File: src/rtl/core/mrt_pkg.sv
// Package with the item types, codes and state encoding of the region table.
package mrt_pkg;
   localparam int unsigned FLAG_READ  = 0;
   localparam int unsigned FLAG_WRITE = 1;
   localparam int unsigned FLAG_STACK = 3;

   typedef enum logic [1:0] {
      KIND_MAP   = 2'd0,
      KIND_FIND  = 2'd1,
      KIND_CHECK = 2'd2,
      KIND_CLEAR = 2'd3
   } kind_type;

   typedef enum logic [1:0] {
      STATUS_OK      = 2'd0,
      STATUS_INVALID = 2'd1,
      STATUS_FULL    = 2'd2
   } status_type;

   typedef enum logic [0:0] {
      REG_USER_BASE = 1'd0,
      REG_USER_TOP  = 1'd1
   } reg_type;

   typedef struct packed {
      logic [1:0]  kind;
      logic [31:0] address;
      logic [31:0] length;
      logic [3:0]  flags;
      logic        write_access;
   } req_type;

   typedef struct packed {
      logic [1:0]  status;
      logic        allowed;
      logic        found;
      logic [31:0] found_start;
      logic [31:0] found_end;
      logic [3:0]  found_flags;
      logic [4:0]  region_total;
   } rsp_type;

   typedef enum logic [3:0] {
      ST_IDLE,
      ST_LH_RD,
      ST_LH_CMP,
      ST_SCAN_RD,
      ST_SCAN_CMP,
      ST_MAP_RD,
      ST_MAP_CMP,
      ST_SHIFT_RD,
      ST_SHIFT_WR,
      ST_INSERT,
      ST_RESP
   } state_type;
endpackage

File: src/rtl/core/mrt_ram.sv
// Generic single-write, single-read RAM with registered read data.
module mrt_ram #(
   parameter int unsigned WIDTH = 32,
   parameter int unsigned DEPTH = 16
) (
   input  logic                     clock,
   input  logic                     wr_en,
   input  logic [$clog2(DEPTH)-1:0] wr_addr,
   input  logic [WIDTH-1:0]         wr_data,
   input  logic [$clog2(DEPTH)-1:0] rd_addr,
   output logic [WIDTH-1:0]         rd_data
);
   logic [WIDTH-1:0] mem_ff [DEPTH];
   logic [WIDTH-1:0] rd_data_ff;

   always_ff @(posedge clock) begin
      if (wr_en) begin
         mem_ff[wr_addr] <= wr_data;
      end
      rd_data_ff <= mem_ff[rd_addr];
   end

   assign rd_data = rd_data_ff;
endmodule

File: src/rtl/core/memory_region_table_core.sv
// Top level of the region table: sequencer, shared comparator and table RAM.
//
// Usage: items arrive on the req_ channel (valid/stall) and each item gives
// exactly one result item on the rsp_ channel. The block works on one item at
// a time: req_stall is high from acceptance until the result has been loaded
// into the output register. The output register frees the sequencer, so a new
// item can be accepted while a result still waits under rsp_stall.
// Sequence: clear goes straight to the result. A find probes the last-hit
// entry and then scans the table entry by entry. A map scans every held
// entry for overlap and moves the entries at and above the insert point.
// A check repeats the find walk for every region it crosses, with the
// rescans going through the single read port of the table RAM.
// Configuration: user_base at byte address 0, user_top at 4, written through
// the APB-style p-prefixed port; reads return the value. The user must write
// them only while the block is idle; the block itself does not enforce it.
// Reset clears the region count and the last-hit index; the table RAM needs no
// clearing pass because entries at and above the count are never read.
// When the receiver stalls, the result holds in the output register.
module memory_region_table_core #(
   parameter int unsigned MAX_REGIONS = 16,
   parameter int unsigned PAGE_BITS   = 12
) (
   input  logic                 clock,
   input  logic                 reset,
   input  logic                 req_valid,
   output logic                 req_stall,
   input  mrt_pkg::req_type     req_data,
   output logic                 rsp_valid,
   input  logic                 rsp_stall,
   output mrt_pkg::rsp_type     rsp_data,
   input  logic                 psel,
   input  logic                 penable,
   input  logic                 pwrite,
   input  logic [2:0]           paddr,
   input  logic [31:0]          pwdata,
   output logic [31:0]          prdata,
   output logic                 pready
);
   localparam int unsigned IW = $clog2(MAX_REGIONS);
   localparam int unsigned CW = $clog2(MAX_REGIONS + 1);
   localparam int unsigned EW = 68;

   // Configuration registers.
   logic [31:0] user_base_ff, user_top_ff;
   logic        csr_wr;
   assign pready = 1'b1;
   assign csr_wr = psel && penable && pwrite;
   always_ff @(posedge clock) begin
      if (reset) begin
         user_base_ff <= 32'h0020_0000;
         user_top_ff  <= 32'hB000_0000;
      end else if (csr_wr) begin
         if (paddr[2] == mrt_pkg::REG_USER_BASE) begin
            user_base_ff <= pwdata;
         end else begin
            user_top_ff <= pwdata;
         end
      end
   end
   assign prdata = (paddr[2] == mrt_pkg::REG_USER_BASE) ? user_base_ff : user_top_ff;

   // Control registers.
   mrt_pkg::state_type state_ff, state_in;
   logic [CW-1:0] count_ff, count_in;
   logic [IW-1:0] lh_ff, lh_in;
   logic          lhv_ff, lhv_in;
   logic [IW-1:0] idx_ff, idx_in;
   logic [CW-1:0] steps_ff, steps_in;
   logic          out_v_ff, out_v_in;

   // Payload registers of the item at work.
   mrt_pkg::req_type req_ff, req_in;
   logic [32:0] cur_ff, cur_in;
   logic [32:0] e_ff, e_in;
   logic [32:0] s_ff, s_in;
   mrt_pkg::rsp_type res_ff, res_in;
   mrt_pkg::rsp_type out_ff, out_in;
   logic [CW-1:0] pos_ff, pos_in;

   // Table RAM: one entry holds start, end and flags.
   logic          wr_en;
   logic [IW-1:0] wr_addr, rd_addr;
   logic [EW-1:0] wr_data, rd_data;
   mrt_ram #(.WIDTH(EW), .DEPTH(MAX_REGIONS)) u_table (
      .clock, .wr_en, .wr_addr, .wr_data, .rd_addr, .rd_data
   );
   logic [31:0] e_start, e_end;
   logic [3:0]  e_flags;
   assign e_start = rd_data[67:36];
   assign e_end   = rd_data[35:4];
   assign e_flags = rd_data[3:0];

   // Shared compare unit: containment of the probe address in an entry.
   logic hit;
   mrt_cmp u_cmp (
      .probe(cur_ff), .lo({1'b0, e_start}), .hi({1'b0, e_end}), .inside_hit(hit)
   );

   // Map rounding and the window tests of map and check.
   logic [33:0] sum_w;
   logic [32:0] ms, me, ce;
   logic        map_ok, chk_ok;
   always_comb begin
      sum_w = {2'b0, req_data.address} + {2'b0, req_data.length}
            + 34'((1 << PAGE_BITS) - 1);
      ms = {1'b0, req_data.address} & ~33'((1 << PAGE_BITS) - 1);
      me = sum_w[32:0] & ~33'((1 << PAGE_BITS) - 1);
      ce = {1'b0, req_data.address} + {1'b0, req_data.length};
      map_ok = ms >= {1'b0, user_base_ff} && ms < me && me <= {1'b0, user_top_ff};
      chk_ok = {1'b0, req_data.address} >= {1'b0, user_base_ff}
            && {1'b0, req_data.address} < ce && ce <= {1'b0, user_top_ff};
   end

   logic accept, need_ok, stack_bad, lh_try;
   assign req_stall = (state_ff != mrt_pkg::ST_IDLE);
   assign accept    = req_valid && !req_stall;
   assign rsp_valid = out_v_ff;
   assign rsp_data  = out_ff;
   assign need_ok   = req_ff.write_access ? e_flags[mrt_pkg::FLAG_WRITE]
                                          : e_flags[mrt_pkg::FLAG_READ];
   assign stack_bad = req_ff.write_access && e_flags[mrt_pkg::FLAG_STACK]
                   && cur_ff < ({1'b0, e_start} + 33'(1 << PAGE_BITS));
   assign lh_try    = lhv_ff && ({1'b0, lh_ff} < count_ff);

   always_comb begin
      state_in = state_ff;
      count_in = count_ff;
      lh_in = lh_ff;
      lhv_in = lhv_ff;
      idx_in = idx_ff;
      steps_in = steps_ff;
      req_in = req_ff;
      cur_in = cur_ff;
      e_in = e_ff;
      s_in = s_ff;
      res_in = res_ff;
      pos_in = pos_ff;
      out_in = out_ff;
      out_v_in = out_v_ff && rsp_stall;
      wr_en = 1'b0;
      wr_addr = idx_ff;
      wr_data = rd_data;
      rd_addr = idx_ff;
      unique case (state_ff)
         mrt_pkg::ST_IDLE: begin
            if (accept) begin
               req_in = req_data;
               res_in = '0;
               cur_in = {1'b0, req_data.address};
               steps_in = '0;
               idx_in = '0;
               unique case (mrt_pkg::kind_type'(req_data.kind))
                  mrt_pkg::KIND_MAP: begin
                     s_in = ms;
                     e_in = me;
                     pos_in = '0;
                     if (!map_ok) begin
                        res_in.status = mrt_pkg::STATUS_INVALID;
                        state_in = mrt_pkg::ST_RESP;
                     end else if (count_ff == '0) begin
                        state_in = mrt_pkg::ST_INSERT;
                     end else begin
                        state_in = mrt_pkg::ST_MAP_RD;
                     end
                  end
                  mrt_pkg::KIND_FIND: begin
                     state_in = mrt_pkg::ST_LH_RD;
                  end
                  mrt_pkg::KIND_CHECK: begin
                     e_in = ce;
                     if (!chk_ok) begin
                        state_in = mrt_pkg::ST_RESP;
                     end else begin
                        state_in = mrt_pkg::ST_LH_RD;
                     end
                  end
                  default: begin
                     count_in = '0;
                     lh_in = '0;
                     lhv_in = 1'b0;
                     state_in = mrt_pkg::ST_RESP;
                  end
               endcase
            end
         end
         mrt_pkg::ST_LH_RD: begin
            // Check step guard, then probe the last-hit entry first.
            if (req_ff.kind == mrt_pkg::KIND_CHECK && steps_ff > CW'(MAX_REGIONS)) begin
               state_in = mrt_pkg::ST_RESP;
            end else begin
               rd_addr = lh_ff;
               idx_in = '0;
               state_in = lh_try ? mrt_pkg::ST_LH_CMP : mrt_pkg::ST_SCAN_RD;
            end
         end
         mrt_pkg::ST_LH_CMP, mrt_pkg::ST_SCAN_CMP: begin
            if (hit) begin
               if (state_ff == mrt_pkg::ST_SCAN_CMP) begin
                  lh_in = idx_ff;
                  lhv_in = 1'b1;
               end
               if (req_ff.kind == mrt_pkg::KIND_FIND) begin
                  res_in.found = 1'b1;
                  res_in.found_start = e_start;
                  res_in.found_end = e_end;
                  res_in.found_flags = e_flags;
                  state_in = mrt_pkg::ST_RESP;
               end else if (!need_ok || stack_bad) begin
                  state_in = mrt_pkg::ST_RESP;
               end else if ({1'b0, e_end} >= e_ff) begin
                  res_in.allowed = 1'b1;
                  state_in = mrt_pkg::ST_RESP;
               end else begin
                  cur_in = {1'b0, e_end};
                  steps_in = steps_ff + 1'b1;
                  state_in = mrt_pkg::ST_LH_RD;
               end
            end else if (state_ff == mrt_pkg::ST_LH_CMP) begin
               idx_in = '0;
               state_in = mrt_pkg::ST_SCAN_RD;
            end else if ({1'b0, idx_ff} + 1'b1 >= count_ff) begin
               state_in = mrt_pkg::ST_RESP;
            end else begin
               idx_in = idx_ff + 1'b1;
               state_in = mrt_pkg::ST_SCAN_RD;
            end
         end
         mrt_pkg::ST_SCAN_RD: begin
            rd_addr = idx_ff;
            state_in = (count_ff == '0) ? mrt_pkg::ST_RESP : mrt_pkg::ST_SCAN_CMP;
         end
         mrt_pkg::ST_MAP_RD: begin
            rd_addr = idx_ff;
            state_in = mrt_pkg::ST_MAP_CMP;
         end
         mrt_pkg::ST_MAP_CMP: begin
            // Overlap test and sorted position in one pass.
            if ({1'b0, e_start} < e_ff && s_ff < {1'b0, e_end}) begin
               res_in.status = mrt_pkg::STATUS_INVALID;
               state_in = mrt_pkg::ST_RESP;
            end else begin
               if ({1'b0, e_start} <= s_ff) begin
                  pos_in = CW'(idx_ff) + 1'b1;
               end
               if ({1'b0, idx_ff} + 1'b1 >= count_ff) begin
                  if (count_ff >= CW'(MAX_REGIONS)) begin
                     res_in.status = mrt_pkg::STATUS_FULL;
                     state_in = mrt_pkg::ST_RESP;
                  end else begin
                     idx_in = IW'(count_ff - 1'b1);
                     state_in = mrt_pkg::ST_SHIFT_RD;
                  end
               end else begin
                  idx_in = idx_ff + 1'b1;
                  state_in = mrt_pkg::ST_MAP_RD;
               end
            end
         end
         mrt_pkg::ST_SHIFT_RD: begin
            if (CW'(idx_ff) + 1'b1 <= pos_ff) begin
               state_in = mrt_pkg::ST_INSERT;
            end else begin
               rd_addr = idx_ff;
               state_in = mrt_pkg::ST_SHIFT_WR;
            end
         end
         mrt_pkg::ST_SHIFT_WR: begin
            wr_en = 1'b1;
            wr_addr = idx_ff + 1'b1;
            if (idx_ff == '0) begin
               state_in = mrt_pkg::ST_INSERT;
            end else begin
               idx_in = idx_ff - 1'b1;
               state_in = mrt_pkg::ST_SHIFT_RD;
            end
         end
         mrt_pkg::ST_INSERT: begin
            wr_en = 1'b1;
            wr_addr = IW'(pos_ff);
            wr_data = {s_ff[31:0], e_ff[31:0], req_ff.flags};
            if (lhv_ff && CW'(lh_ff) >= pos_ff) begin
               lh_in = lh_ff + 1'b1;
            end
            count_in = count_ff + 1'b1;
            res_in.found = 1'b1;
            res_in.found_start = s_ff[31:0];
            res_in.found_end = e_ff[31:0];
            res_in.found_flags = req_ff.flags;
            state_in = mrt_pkg::ST_RESP;
         end
         mrt_pkg::ST_RESP: begin
            if (!out_v_ff || !rsp_stall) begin
               out_in = res_ff;
               out_in.region_total = 5'(count_ff);
               out_v_in = 1'b1;
               state_in = mrt_pkg::ST_IDLE;
            end
         end
         default: state_in = mrt_pkg::ST_IDLE;
      endcase
   end

   always_ff @(posedge clock) begin
      if (reset) begin
         state_ff <= mrt_pkg::ST_IDLE;
         count_ff <= '0;
         lh_ff <= '0;
         lhv_ff <= 1'b0;
         out_v_ff <= 1'b0;
      end else begin
         state_ff <= state_in;
         count_ff <= count_in;
         lh_ff <= lh_in;
         lhv_ff <= lhv_in;
         out_v_ff <= out_v_in;
      end
   end

   always_ff @(posedge clock) begin
      idx_ff <= idx_in;
      steps_ff <= steps_in;
      req_ff <= req_in;
      cur_ff <= cur_in;
      e_ff <= e_in;
      s_ff <= s_in;
      res_ff <= res_in;
      pos_ff <= pos_in;
      out_ff <= out_in;
   end
endmodule

File: src/rtl/core/mrt_cmp.sv
// Shared compare unit: tests whether a probe address lies in [lo, hi).
module mrt_cmp (
   input  logic [32:0] probe,
   input  logic [32:0] lo,
   input  logic [32:0] hi,
   output logic        inside_hit
);
   assign inside_hit = (lo <= probe) && (probe < hi);
endmodule

File: config.mk
export PLATFORM = sky130hd
export DESIGN_NAME = memory_region_table_core
export DESIGN_NICKNAME = d
export VERILOG_FILES = /design/src/rtl/core/mrt_pkg.sv /design/src/rtl/core/mrt_ram.sv /design/src/rtl/core/memory_region_table_core.sv /design/src/rtl/core/mrt_cmp.sv
export SDC_FILE = /design/constraint.sdc
export NUM_CORES = 2
export LEC_CHECK = 0
export ABC_AREA = 0
export ABC_CLOCK_PERIOD_IN_PS = 8700
export BUFFER_PORTS_ARGS = -buffer_cell sky130_fd_sc_hd__buf_2
export CAP_MARGIN = 20
export CORE_UTILIZATION = 55
export DETAILED_ROUTE_END_ITERATION = 7
export PLACE_DENSITY = 0.8
export SETUP_SLACK_MARGIN = 0.15
export SLEW_MARGIN = 20
export SYNTH_ARGS = -nofsm -noshare
export SYNTH_HDL_FRONTEND = slang
export SYNTH_SLANG_ARGS = --single-unit
File: constraint.sdc
create_clock -name clock -period 8.7 [get_ports clock]
set_clock_uncertainty 0.1 [all_clocks]
set_input_delay 1.305 -clock clock [delete_from_list [all_inputs] [get_ports clock]]
set_output_delay 1.305 -clock clock [all_outputs]
set_load 0.01 [all_outputs]
==> flow_metrics.env <==
export IMPL_post_cts_setup_buffers=0
export IMPL_globalRouteTotalUtil=0.3017
export IMPL_worst_path_stages=25
export IMPL_cts_num_sinks=1490
export IMPL_result_of_the_run="completed"
export IMPL_remaining_global_route_overflow=0
export IMPL_clk_insertion_delay_late_ps=800
export IMPL_clk_transition_reported_paths_ps=70
export IMPL_dieHeight_um=354.3
export IMPL_rows=128
export IMPL_avgRoutedWirePerCell_um=27.70
export IMPL_num_io_pins=225
export IMPL_post_route_period_util=0.7712
export IMPL_layout_common_cells="1,343 x edfxtp_1, 604 x nand2_1, 433 x ha_1"
export IMPL_cts_made_buffers=147
export IMPL_cap_violations=0
export IMPL_vdd_drop_max_mv=0.8058
export IMPL_vias_per_cell=6.444
export IMPL_timing_setup_critical_path_class="input pin to register"
export IMPL_setup_tns_ps=0
export IMPL_grt_max_degree=131
export IMPL_die_area_um2=125500
export IMPL_num_nets_final=5663
export IMPL_postSynth_topFlopCell="edfxtp_1"
export IMPL_worst_r2r_path_depth=12
export IMPL_relSlewSlack=0.2754
export IMPL_drive_gt1_frac=0.1700
export IMPL_synth_edff_count=1343
export IMPL_gp_congestion=0.9610
export IMPL_hold_path_class="register to register"
export IMPL_flow_area_growth_from_synthesis_pct=12.45
export IMPL_initial_core_util=0.5578
export IMPL_worstPathRequired_ps=9130
export IMPL_drtIter0Drc=5570
export IMPL_finalWirelength_mm=189.7
export IMPL_seq_area_frac_synth=0.6340
export IMPL_timing_final_setup_violations=0
export IMPL_detail_route_drc_violations=0
export IMPL_layout_commonest_cell="edfxtp_1"
export IMPL_final_core_utilization=0.6273
export IMPL_synthesis_area_um2=68250
export IMPL_num_vias=44140
export IMPL_post_route_cell_area_um2=76750
export IMPL_cts_htree_levels=4
export IMPL_num_fill_cells=8724
export IMPL_cp_start_kind="input pin"
export IMPL_grt_antenna_before_repair=5
export IMPL_tritoncts_clock_tree="done"
export IMPL_timing_critical_path_arrival_ps=7140
export IMPL_path_max_fanout=5
export IMPL_crit_path_end_kind="register"
export IMPL_die_width_um=354.3
export IMPL_critical_path_n_buffers_inverters=4
export IMPL_crit_path_max_incr_delay_ps=540
export IMPL_grt_pass1_vias=43930
export IMPL_timing_hold_ws_ps=299.4
export IMPL_post_dp_cell_area_um2=71890
export IMPL_holdPathStages=0
export IMPL_worst_pin_slew_ps=1084
export IMPL_synthCells=4780
export IMPL_floorplan_core_area_um2=122400
export IMPL_syn_nets=5346
export IMPL_synth_warn=0
export IMPL_crit_slowest_cell="or4_4"
export IMPL_cts_hold_buffers_added=0
export IMPL_instances_no_fill=6849
export IMPL_syn_area_cell_um2=14.28
export IMPL_placed_cells_incl_taps=6573
export IMPL_first_pass_grt_wire_length_mm=279.0
export IMPL_synth_cell_type_count=86
export IMPL_cts_root_buf="clkbuf_16"
export IMPL_port_buffer_count=221
export IMPL_final_max_slew_viol_count=0
export IMPL_final_period_minus_worst_setup_slack_ps=6709
export IMPL_cp_top_family="compound AO/OA/AOI/OAI gates"
export IMPL_hold_viol_final=0
export IMPL_power_density_nw_per_um2=341.8
export IMPL_number_of_routed_nets_with_antenna_violations=0
export IMPL_drtPass1Iterations=6
export IMPL_synth_ff_latch_count=1490
export IMPL_async_flop_share=0
export IMPL_grt_setup_unrepaired="false"
export IMPL_dp_hpwl_mm=116.9
export IMPL_max_clock_path_buffers=3
export IMPL_fmax_mhz=149.1
export IMPL_cts_resized=0
export IMPL_leakage_power_total_nw=28.08
## where the power goes
group | leakage [nW] | internal [mW] | switching [mW] | total (mW)
sequential | 13.4 | 9.80 | 0.826 | 10.6
clock | 2.36 | 3.54 | 2.85 | 6.38
combinational | 12.3 | 3.41 | 5.81 | 9.22
total | 28.1 | 16.7 | 9.48 | 26.2
## path summary, 6_finish.rpt
| check | startpoint | end | slack, ps |
|---|---|---|---|
| setup / recovery | req_data[45] | res_ff[75]$_DFFE_PP_ | 1990 |
| hold / removal | res_ff[13]$_DFFE_PP_ | rsp_data[13]$_DFFE_PP_ | 300 |
| setup reg to reg | cur_ff[7]$_DFFE_PP_ | res_ff[47]$_DFFE_PP_ | 3370 |
| hold reg to reg | res_ff[13]$_DFFE_PP_ | rsp_data[13]$_DFFE_PP_ | 300 |
## routing by layer
metal,share of wire,vias to the layer above,track usage
met1,0.36,21760,0.3876
met3,0.10,609,0.05347
met5,0.000058,-,0
met4,0.049,2,0.1447
met2,0.49,2968,0.4989
li1,-,18800,-
## metrics by stage
step                      total power [mW]  setup slack (ps)
after floorplan                      16.45             554.8
after global placement               19.27              1250
after detailed placement             19.60              1274
after CTS                            26.12              2111
after global routing                 27.27              1725
final                                26.23              1991
## synthesized netlist by cell type (24+ instances only)
cell      count  area [µm²]
nor2_1      170       638.1
nand2_1     605        2271
mux4_2      272        6126
edfxtp_1   1343       40330
nand4_1      53       331.6
xnor2_1      44       385.4
dfxtp_1     147        2943
a31oi_1      92       575.6
o21ai_0     205        1026
nand3_1      67       335.3
ha_1        433        5418
buf_2        27       135.1
a21oi_1     201        1006
nor3_1       41       205.2
a21o_1       47       352.8
and2_1       81       506.7
inv_1       337        1265
xor2_1       30       262.8
clkbuf_1    126       473.0
nor4_1       24       150.1
a211oi_1     91       683.2
o21a_1       31       232.7
## registers in the layout, indices dropped and copies added, names as in the netlist, 32 cells and up
signal / count
e_ff: 33
res_ff: 72
u_table.mem_ff: 1088
user_top_ff: 32
cur_ff: 32
u_table.rd_data: 68
user_base_ff: 32
rsp_data: 77
## cells by family after synthesis
| kind of cell | count (synthesis) | synth area share |
|---|---|---|
| adder cells (fa/ha/maj) | 454 | 0.08539 |
| AO/OA/AOI/OAI | 821 | 0.07493 |
| multiplexers | 280 | 0.09099 |
| other | 1 | 0.00005495 |
| flip-flops | 1490 | 0.6340 |
| AND/OR/NAND/NOR | 1146 | 0.07597 |
| buffers and inverters | 514 | 0.02915 |
| XOR/XNOR | 74 | 0.009496 |
## final cells by class
type	instances	area (µm²)	share of cell area
tap	1625	2033	0.02649
antenna	1	2.502	0.00003261
timing repair buffer	342	2092	0.02726
clock inverter	90	872.1	0.01136
sequential	1490	43270	0.5638
inverter	340	1276	0.01663
clock buffer	185	3983	0.05189
multi-input combinational	2776	23220	0.3025
Note: power is estimated with default switching activity, not from simulation.
